--- src/rtl/lcmtd_pkg.sv ---
`timescale 1ns / 1ps
// ----------------------------------------------------------------------------
// lcmtd_pkg
// Shared types, constants and the microcode ROM of the trial-division LCM.
// ----------------------------------------------------------------------------
package lcmtd_pkg;

  localparam int OPERAND_WIDTH = 16;
  localparam int RESULT_WIDTH  = 32;
  localparam int PROD_WIDTH    = 2 * OPERAND_WIDTH;
  localparam int CNT_WIDTH     = $clog2(OPERAND_WIDTH + 1);
  localparam int PC_WIDTH      = 4;

  typedef logic [PC_WIDTH-1:0] pc_t;

  // Datapath operation carried by each control word.
  typedef enum logic [3:0] {
    OP_NOP,
    OP_LOAD,
    OP_DIV_START,
    OP_APPLY,
    OP_INC_D,
    OP_XY,
    OP_MUL_T,
    OP_CLR,
    OP_EMIT
  } op_t;

  // Jump condition; when it holds the step counter loads the target.
  typedef enum logic [2:0] {
    C_NEVER,
    C_ALWAYS,
    C_NO_IN,
    C_ZERO,
    C_SQ_DONE,
    C_DIV_BUSY,
    C_DIV_HIT,
    C_OUT_BUSY
  } cond_t;

  typedef struct packed {
    op_t   op;
    cond_t cond;
    pc_t   target;
  } uword_t;

  // Divider lane status.
  typedef struct packed {
    logic                     busy;
    logic [OPERAND_WIDTH-1:0] quo;
    logic [OPERAND_WIDTH-1:0] rem;
  } div_res_t;

  localparam pc_t S_IDLE = pc_t'(0);
  localparam pc_t S_ZCHK = pc_t'(1);
  localparam pc_t S_TEST = pc_t'(2);
  localparam pc_t S_DIV  = pc_t'(3);
  localparam pc_t S_WAIT = pc_t'(4);
  localparam pc_t S_APPL = pc_t'(5);
  localparam pc_t S_INC  = pc_t'(6);
  localparam pc_t S_FIN  = pc_t'(7);
  localparam pc_t S_MUL  = pc_t'(8);
  localparam pc_t S_ZERO = pc_t'(9);
  localparam pc_t S_OUT  = pc_t'(10);
  localparam pc_t S_BACK = pc_t'(11);

  function automatic uword_t ucode(input pc_t pc);
    uword_t w;
    w = '{op: OP_NOP, cond: C_ALWAYS, target: S_IDLE};
    case (pc)
      S_IDLE: w = '{op: OP_LOAD,      cond: C_NO_IN,    target: S_IDLE};
      S_ZCHK: w = '{op: OP_NOP,       cond: C_ZERO,     target: S_ZERO};
      S_TEST: w = '{op: OP_NOP,       cond: C_SQ_DONE,  target: S_FIN};
      S_DIV:  w = '{op: OP_DIV_START, cond: C_NEVER,    target: S_IDLE};
      S_WAIT: w = '{op: OP_NOP,       cond: C_DIV_BUSY, target: S_WAIT};
      S_APPL: w = '{op: OP_APPLY,     cond: C_DIV_HIT,  target: S_DIV};
      S_INC:  w = '{op: OP_INC_D,     cond: C_ALWAYS,   target: S_TEST};
      S_FIN:  w = '{op: OP_XY,        cond: C_NEVER,    target: S_IDLE};
      S_MUL:  w = '{op: OP_MUL_T,     cond: C_ALWAYS,   target: S_OUT};
      S_ZERO: w = '{op: OP_CLR,       cond: C_NEVER,    target: S_IDLE};
      S_OUT:  w = '{op: OP_EMIT,      cond: C_OUT_BUSY, target: S_OUT};
      S_BACK: w = '{op: OP_NOP,       cond: C_ALWAYS,   target: S_IDLE};
      default: w = '{op: OP_NOP,      cond: C_ALWAYS,   target: S_IDLE};
    endcase
    return w;
  endfunction

endpackage

--- src/rtl/lcmtd_div.sv ---
`timescale 1ns / 1ps
// ----------------------------------------------------------------------------
// lcmtd_div
// Restoring divider, one quotient bit per cycle, for one remainder lane.
// ----------------------------------------------------------------------------
module lcmtd_div (
  input  logic                               clk,
  input  logic                               rst_n,
  input  logic                               start,
  input  logic [lcmtd_pkg::OPERAND_WIDTH-1:0] dividend,
  input  logic [lcmtd_pkg::OPERAND_WIDTH-1:0] divisor,
  output lcmtd_pkg::div_res_t                 res
);

  localparam int W = lcmtd_pkg::OPERAND_WIDTH;

  logic [W:0]                          rem_r, rem_nxt;
  logic [W-1:0]                        quo_r, quo_nxt;
  logic [W-1:0]                        dvs_r, dvs_nxt;
  logic [lcmtd_pkg::CNT_WIDTH-1:0]     cnt_r, cnt_nxt;
  logic [W:0]                          trial;

  always_comb begin
    rem_nxt = rem_r;
    quo_nxt = quo_r;
    dvs_nxt = dvs_r;
    cnt_nxt = cnt_r;
    trial   = {rem_r[W-1:0], quo_r[W-1]};
    if (start) begin
      rem_nxt = '0;
      quo_nxt = dividend;
      dvs_nxt = divisor;
      cnt_nxt = lcmtd_pkg::CNT_WIDTH'(W);
    end else if (cnt_r != '0) begin
      // Shift the next dividend bit in and subtract when it fits.
      if (trial >= {1'b0, dvs_r}) begin
        rem_nxt = trial - {1'b0, dvs_r};
        quo_nxt = {quo_r[W-2:0], 1'b1};
      end else begin
        rem_nxt = trial;
        quo_nxt = {quo_r[W-2:0], 1'b0};
      end
      cnt_nxt = cnt_r - 1'b1;
    end
  end

  always_ff @(posedge clk) begin
    if (!rst_n) begin
      cnt_r <= '0;
    end else begin
      cnt_r <= cnt_nxt;
    end
  end

  always_ff @(posedge clk) begin
    rem_r <= rem_nxt;
    quo_r <= quo_nxt;
    dvs_r <= dvs_nxt;
  end

  assign res.busy = (cnt_r != '0);
  assign res.quo  = quo_r;
  assign res.rem  = rem_r[W-1:0];

endmodule

--- src/rtl/lcm_trial_division_top.sv ---
`timescale 1ns / 1ps
// ----------------------------------------------------------------------------
// lcm_trial_division_top
// Least common multiple of two operands by trial division, microcoded.
// ----------------------------------------------------------------------------
// Usage:
//   A request on the input channel (in_valid/in_ready) carries two operands.
//   The block answers each request with one lcm_value on the output channel
//   (out_valid/out_ready). If either operand is zero the result is zero.
//   in_ready is high only while the step counter sits at its idle step, so
//   one request is worked on at a time.
//   Latency depends on the data. Each trial divisor costs a test step, then
//   one pass of the bit-serial dividers plus three control steps per
//   division. The divisor runs up to the square root of the larger
//   remainder, at most about 256 divisors; a zero operand goes straight to
//   the result without any trial division.
//   The result sits in an output register. A stalled receiver does not block
//   the next request: the block only waits at its last step when a new result
//   is ready while the previous one has not yet been taken.
//   Reset (rst_n low, synchronous) returns the step counter to idle and
//   drops out_valid; no memory needs clearing.
// ----------------------------------------------------------------------------
module lcm_trial_division_top (
  input  logic        clk,
  input  logic        rst_n,
  input  logic        in_valid,
  output logic        in_ready,
  input  logic [15:0] in_first_value,
  input  logic [15:0] in_second_value,
  output logic        out_valid,
  input  logic        out_ready,
  output logic [31:0] out_lcm_value
);

  localparam int W  = lcmtd_pkg::OPERAND_WIDTH;
  localparam int RW = lcmtd_pkg::RESULT_WIDTH;
  localparam int PW = lcmtd_pkg::PROD_WIDTH;

  lcmtd_pkg::pc_t      pc_r, pc_nxt;
  lcmtd_pkg::uword_t   uw;
  logic                cond_ok;

  logic [W-1:0]        x_r, x_nxt;
  logic [W-1:0]        y_r, y_nxt;
  logic [W-1:0]        d_r, d_nxt;
  logic [RW-1:0]       prod_r, prod_nxt;
  logic [PW-1:0]       t_r, t_nxt;
  logic                out_valid_r, out_valid_nxt;
  logic [RW-1:0]       out_r, out_nxt;

  logic                div_start;
  lcmtd_pkg::div_res_t div_x, div_y;
  logic [PW-1:0]       d_sq;
  logic                hit_x, hit_y;
  logic                out_busy;

  lcmtd_div u_div_x (
    .clk     (clk),
    .rst_n   (rst_n),
    .start   (div_start),
    .dividend(x_r),
    .divisor (d_r),
    .res     (div_x)
  );

  lcmtd_div u_div_y (
    .clk     (clk),
    .rst_n   (rst_n),
    .start   (div_start),
    .dividend(y_r),
    .divisor (d_r),
    .res     (div_y)
  );

  assign uw        = lcmtd_pkg::ucode(pc_r);
  assign d_sq      = d_r * d_r;
  assign hit_x     = (div_x.rem == '0);
  assign hit_y     = (div_y.rem == '0);
  assign out_busy  = out_valid_r && !out_ready;
  assign div_start = (uw.op == lcmtd_pkg::OP_DIV_START);

  always_comb begin
    case (uw.cond)
      lcmtd_pkg::C_NEVER:    cond_ok = 1'b0;
      lcmtd_pkg::C_ALWAYS:   cond_ok = 1'b1;
      lcmtd_pkg::C_NO_IN:    cond_ok = !in_valid;
      lcmtd_pkg::C_ZERO:     cond_ok = (x_r == '0) || (y_r == '0);
      lcmtd_pkg::C_SQ_DONE:  cond_ok = (d_sq > PW'(x_r)) && (d_sq > PW'(y_r));
      lcmtd_pkg::C_DIV_BUSY: cond_ok = div_x.busy || div_y.busy;
      lcmtd_pkg::C_DIV_HIT:  cond_ok = hit_x || hit_y;
      lcmtd_pkg::C_OUT_BUSY: cond_ok = out_busy;
      default:               cond_ok = 1'b0;
    endcase
    pc_nxt = cond_ok ? uw.target : pc_r + 1'b1;
  end

  always_comb begin
    x_nxt         = x_r;
    y_nxt         = y_r;
    d_nxt         = d_r;
    prod_nxt      = prod_r;
    t_nxt         = t_r;
    out_nxt       = out_r;
    out_valid_nxt = out_valid_r && !out_ready;
    case (uw.op)
      lcmtd_pkg::OP_LOAD: begin
        if (in_valid) begin
          x_nxt    = in_first_value[W-1:0];
          y_nxt    = in_second_value[W-1:0];
          d_nxt    = W'(2);
          prod_nxt = RW'(1);
        end
      end
      lcmtd_pkg::OP_APPLY: begin
        // Divide every remainder the divisor goes into; one factor per round.
        if (hit_x) begin
          x_nxt = div_x.quo;
        end
        if (hit_y) begin
          y_nxt = div_y.quo;
        end
        if (hit_x || hit_y) begin
          prod_nxt = RW'(prod_r * d_r);
        end
      end
      lcmtd_pkg::OP_INC_D: begin
        d_nxt = d_r + 1'b1;
      end
      lcmtd_pkg::OP_XY: begin
        // Leftover remainders are 1 or primes; count a shared prime once.
        t_nxt = (x_r == y_r) ? PW'(x_r) : x_r * y_r;
      end
      lcmtd_pkg::OP_MUL_T: begin
        prod_nxt = RW'(prod_r * t_r);
      end
      lcmtd_pkg::OP_CLR: begin
        prod_nxt = '0;
      end
      lcmtd_pkg::OP_EMIT: begin
        if (!out_busy) begin
          out_nxt       = prod_r;
          out_valid_nxt = 1'b1;
        end
      end
      default: begin
      end
    endcase
  end

  always_ff @(posedge clk) begin
    if (!rst_n) begin
      pc_r        <= lcmtd_pkg::S_IDLE;
      out_valid_r <= 1'b0;
    end else begin
      pc_r        <= pc_nxt;
      out_valid_r <= out_valid_nxt;
    end
  end

  always_ff @(posedge clk) begin
    x_r    <= x_nxt;
    y_r    <= y_nxt;
    d_r    <= d_nxt;
    prod_r <= prod_nxt;
    t_r    <= t_nxt;
    out_r  <= out_nxt;
  end

  assign in_ready      = (pc_r == lcmtd_pkg::S_IDLE);
  assign out_valid     = out_valid_r;
  assign out_lcm_value = out_r;

endmodule
--- config.mk ---
export PLATFORM = sky130hd
export DESIGN_NAME = lcm_trial_division_top
export DESIGN_NICKNAME = d
export VERILOG_FILES = /design/src/rtl/lcmtd_pkg.sv /design/src/rtl/lcmtd_div.sv /design/src/rtl/lcm_trial_division_top.sv
export SDC_FILE = /design/constraint.sdc
export NUM_CORES = 2
export LEC_CHECK = 0
export ABC_AREA = 1
export BUFFER_PORTS_ARGS = -buffer_cell sky130_fd_sc_hd__buf_2
export CAP_MARGIN = 40
export CORE_MARGIN = 2
export CORE_UTILIZATION = 40
export CTS_BUF_LIST = sky130_fd_sc_hd__clkbuf_16
export CTS_CLUSTER_SIZE = 25
export DETAILED_ROUTE_END_ITERATION = 16
export REMOVE_ABC_BUFFERS = 1
export SLEW_MARGIN = 10
export SYNTH_ARGS = -nofsm -noshare
export SYNTH_HDL_FRONTEND = slang
export SYNTH_SLANG_ARGS = --single-unit
--- constraint.sdc ---
create_clock -name clk -period 10.5 [get_ports clk]
set_clock_uncertainty 0.15 [all_clocks]
set_input_delay 1.575 -clock clk [delete_from_list [all_inputs] [get_ports clk]]
set_output_delay 1.575 -clock clk [all_outputs]
set_load 0.03 [all_outputs]
After elaboration in Yosys (flattened, before gate mapping)
Memory sizes are Yosys's and may differ from the RTL's. A register that Yosys moved wholly into a read port is not among the register bits.
Index checks and enable logic that the tools add are counted.
- bits in registers: 239
- bits in read-only memories: 176
- output and inout port bits: 34
- logic and storage cells: 109
- memories: 1
- memories (memory ; words ; width ; read ports ; clocked after memory_dff ; wr ports ; line ; RTL):
    (name not given) ; 16 ; 11 ; 1 ; 1 ; 0 ; lcmtd_pkg.sv:70 ; case (pc)
- $add $sub $neg: 6
- $mul: 4
- $lt $le $gt $ge: 4
- eq/ne operators: 20
- multiplexer cells: 28
- bitwise logic cells: 2
- reductions and logical operators: 26
- operator list (kind ; count):
    $mux 16 ; 12
    $pmux 32 s4 ; 1
    $pmux 16 s2 ; 3
    $gt 32x16->1 ; 2
    $logic_not 16->1 ; 4
    $mul 16x16->32 ; 2
    $mux 32 ; 2
    $ge 17x16->1 ; 2
    $mul 32x16->32 ; 1
    $mul 32x32->32 ; 1
    $sub 16x16->16 ; 2
    $mux 5 ; 4
    $add 16x1->16 const B ; 1
    $eq 16x16->1 ; 1
    $eq 4x3->1 const B ; 4
    $eq 3x3->1 const B ; 4
    $reduce_bool 5->1 ; 2
    $sub 5x1->5 const B ; 2
    $reduce_and 3->1 ; 3
    $eq 4x2->1 const B ; 2
    $mux 4 ; 2
    $ne 2x2->1 const B ; 4
    $pmux 1 s8 ; 1
    $reduce_bool 2->1 ; 4
    other kinds (15) ; 24

Logic depth before layout (Yosys ltp)
- word-level depth: 6
- gate-level depth with buffers: 44
- depth with buffers taken out: 42

Hierarchy
Synthesis repeated with hierarchy kept, for this count alone.
- cell total of the unflattened synthesis: 7335
- area total of the unflattened synthesis: 58054.4 um2
- by module, submodules not included (module ; instances ; cells each ; area an instance (um2) ; sequential area each (um2)):
    lcm_trial_division_top ; 1 ; 6461 ; 51445.6 ; 4644.5
    lcmtd_div ; 2 ; 437 ; 3304.4 ; 1381.3

Worst setup path before layout
Ideal clock, no wire load.
- path kind: flip-flop to flip-flop
- start point: register d_r[9]
- end point: register, netlist name uw[4]
- library setup time: 0.113 ns
- arrival time: 7.503 ns
- data required time: 10.237 ns
- setup slack: 2.734 ns
- cell stages (with the launch flop): 43
- buffers on the path: 2
- clock period less this slack: 7.766 ns
- path through: edfxtp_1 -> clkbuf_1 -> buf_1 -> nand2_1 -> inv_1 -> fa_1 -> inv_1 -> fa_1 -> inv_1 -> fa_1 -> inv_1 -> fa_1 -> inv_1 -> fa_1 -> inv_1 -> fa_1 -> inv_1 -> ha_1 -> (+7 left out) -> inv_1 -> nand3_1 -> nor4_1 -> inv_1 -> nor4b_1 -> o211ai_1 -> nand3_2 -> nand2_4 -> nand2_4 -> nand2_1 -> nand3_2 -> inv_1 -> ha_1 -> or2_2 -> nand4_1 -> nand2_1 -> nand2_1 -> nand2_1
- cells in the longest elaborated chain, start to end: 6
- elaborated cells between the ends (all ways): 7
- those cells by class: mul (1); order compare (2); mux (3); reduce/logical (1)
- RTL lines (item ; line ; RTL):
    start: declaration ; lcm_trial_division_top.sv:45 ; logic [W-1:0] d_r, d_nxt;
    start signal: assignment ; lcm_trial_division_top.sv:163 ; d_r <= d_nxt;
    $mul 16x16->32 * ; lcm_trial_division_top.sv:76 ; assign d_sq = d_r * d_r;
    $gt 32x16->1 ; lcm_trial_division_top.sv:88 ; lcmtd_pkg::C_SQ_DONE: cond_ok = (d_sq > PW'(x_r)) && (d_sq > PW'(y_r));
    $logic_and 1x1->1 * ; lcm_trial_division_top.sv:88 ;
    $pmux 1 s8 * ; lcm_trial_division_top.sv:83 ; case (uw.cond)
    $mux 4 * ; lcm_trial_division_top.sv:94 ; pc_nxt = cond_ok ? uw.target : pc_r + 1'b1;
    $mux 4 (no line) * ; n/a ;
Mark *: on every way between the ends. The rest lies on a longest branch, timed or not.
A chain may end at the register's enable or synchronous reset.

Worst setup path after layout
- start point: register d_r[3]
- end point: register, netlist name uw[4]
- cells in the longest elaborated chain, start to end: 6
- elaborated cells between the ends (all ways): 7
- those cells by class: mul (1); order compare (2); mux (3); reduce/logical (1)
- RTL lines (item ; line):
    $mul 16x16->32 * ; lcm_trial_division_top.sv:76
    $gt 32x16->1 ; lcm_trial_division_top.sv:88
    $logic_and 1x1->1 * ; lcm_trial_division_top.sv:88
    $pmux 1 s8 * ; lcm_trial_division_top.sv:83
    $mux 4 * ; lcm_trial_division_top.sv:94
    $mux 4 (no line) * ; n/a
Marks and branches as above.

==> impl_metrics.ini <==
[yosys]
synth_edf_count = 192
synth.distinct_cells = 58
synthFlopType = edfxtp_1
yosys_warnings = 0
synth_area_per_cell_sq_um = 8.03
synthArstFlopShare_pct = 0
ys_seq_area_share_pct = 12.3
synth_area_sq_mm = 0.0562
ys_ff_latch = 250
syn-instance-count = 7006

[global_route]
grt_pass1_wl_mm = 253
grt_overflow = 0
grt_max_degree = 53
grtUsageTotal_pct = 22.4
antenna_found_initial = 0
grt_pass1_vias = 46100

[setup_path]
reg2regPathDepth = 37
end_kind = register
critPathArrivalTime_ns = 9.27
critPathRequiredTime_ns = 10.83
worstSetupStartpointType = register
slowest_delay_ns = 0.79
r2r-start = d_r[3]
regToRegEndpoint = uw[4]
worstPathMaxFanout = 31
critPathKind = register to register
reg2reg_slack_ns = 1.56
path_common_cell = nand2_1
cp_slowest_cell = edfxtp_1

[route]
antenna_left = 0
dr_total_vias = 43500
wl_met1_mm = 67.1
detail_route.wl_per_cell_microns = 17.5
first_pass_iters = 5
dr.max_layer_used = met4
wl_met2_mm = 73.4
drcViolationCount = 0
wirelength_mm = 155
vias_per_cell = 4.94
met3_length_mm = 9.45
drt_iter0_drc = 3100

[clocking]
post_cts_buffers = 0
path_clk_slew_ns = 0.07
cts_buffers = 34
worstSkewPairLatency_ns = 0.60
clock_sinks = 250
cts_resized = 0
cts_hold_buf = 0
cts_tree = done
clk_path_buf_depth = 3
ctsRootBufferMaster = clkbuf_16
cts_max_level = 2

[sta]
fin_setup_tns_ns = 0
final_max_slew_viol_count = 0
fin_crit_ns = 8.94
finalCritPeriodShare_pct = 85.2
slew-limit-headroom_pct = 36.7
worst_pin_slew_ns = 0.949
timing.fmax_ghz = 0.112
setup-violations-final = 0
rsz0062_at_grt = false
finalHoldViolations = 0

[placement]
hpwl_mm = 123
gp_congestion = 0.891
portBuffers = 69
place_area_sq_mm = 0.0589

[hold_path]
min_path_cells = 2
min_path_type = register to register
min_from = u_div_x.cnt_r[0]
hold-path-endpoint = u_div_x.cnt_r[0]

[layout]
final_area_sq_mm = 0.0601
finalNetCount = 8505
n_antenna_cell = 0
final_core_util_pct = 43.1
layout_common_cells = inv_1 (1914), nand2_1 (1900), fa_1 (1071)
drive_above_1_share_pct = 4.29
final_common_cell = inv_1
area_growth_pct = 6.85

[floorplanning]
dieArea_sq_mm = 0.144
io_pins = 70
die_w_microns = 379
rows = 137
initial_utilization_pct = 40.3
die_h_microns = 379
core-area_sq_mm = 0.140

[job]
drv_cap = 0

[run_status]
status = completed
[area by class of cell]
cell class | instances | area (sq um)
fillers | 14000 | 79400
multi-input cells | 4514 | 40900
inverters | 1926 | 7230
flip-flops and latches | 250 | 6930
well taps | 1876 | 2350
repair buffers | 190 | 1540
clock buffers | 34 | 851
clock inverters | 27 | 288
[critical path, delay by kind of cell, from the launching register on]
family	cells	cell delay [ns]
AOI/OAI and AO/OA	2	0.40
and+or+nand+nor	17	2.39
buffers and inverters	8	0.96
DFF	1	0.79
adders and majority gates	9	3.88
xor gates and xnor gates	1	0.22
[worst max path at each step]
| stage | from | to | cells after the start |
|---|---|---|---|
| after floorplan | d_r[2] | uw[4] | 36 |
| after global routing | d_r[3] | uw[4] | 37 |
| after detailed placement | d_r[3] | uw[4] | 37 |
| after CTS | d_r[3] | uw[4] | 37 |
| after global placement | d_r[3] | uw[4] | 37 |
| final | d_r[3] | uw[4] | 37 |
[stage by stage]
step / setup slack, ns / cells / hold slack [ns]
floorplan: 2.56 / 6690 / 0.291
global placement: 1.80 / 8735 / 0.301
detailed placement: 1.67 / 8756 / 0.307
CTS: 1.59 / 8817 / 0.317
global route: 0.995 / 8817 / 0.340
finish: 1.56 / 8817 / 0.312
[layer usage]
metal  vias up  global-route usage (%)
met5         -                       0
li1      20200                       -
met1     21700                    30.2
met3       248                    2.84
met4         0                    6.32
met2      1345                    37.8
[cell usage after synthesis (all sizes together) (6+ instances only)]
master  number  area share [%]
a211oi       8            0.11
a21boi       7           0.093
a21oi      197             1.8
a32o         7            0.12
and2         7           0.078
buf         70            0.49
clkbuf     246             1.6
dfxtp       58             2.1
edfxtp     192              10
fa        1071              38
ha         482              11
inv       1922              13
nand2     1909              13
nand3      103            0.96
nand4       28            0.31
nor2       174             1.2
nor3        31            0.30
nor4        26            0.29
o211ai      11            0.15
o21a         9            0.12
o21ai      175             1.6
o21bai      17            0.23
o221ai       6           0.093
o22ai       22            0.24
or2         12            0.13
xnor2       92             1.4
xor2        86             1.3
[logic make-up (layout without fill, tap and decap cells)]
logic type	count (synthesis)	in the layout	share of synthesized area, %
fa+ha+maj	1553	1553	48.8
simple gates	2299	2299	16.2
xor+xnor	178	178	2.77
buf+inv	2242	2177	15.0
compound gates	484	484	4.84
flops	250	250	12.3
Power is left out: the tool's default activity adds up to more than one toggle a clock period on the data nets, which glitch-free logic cannot reach.
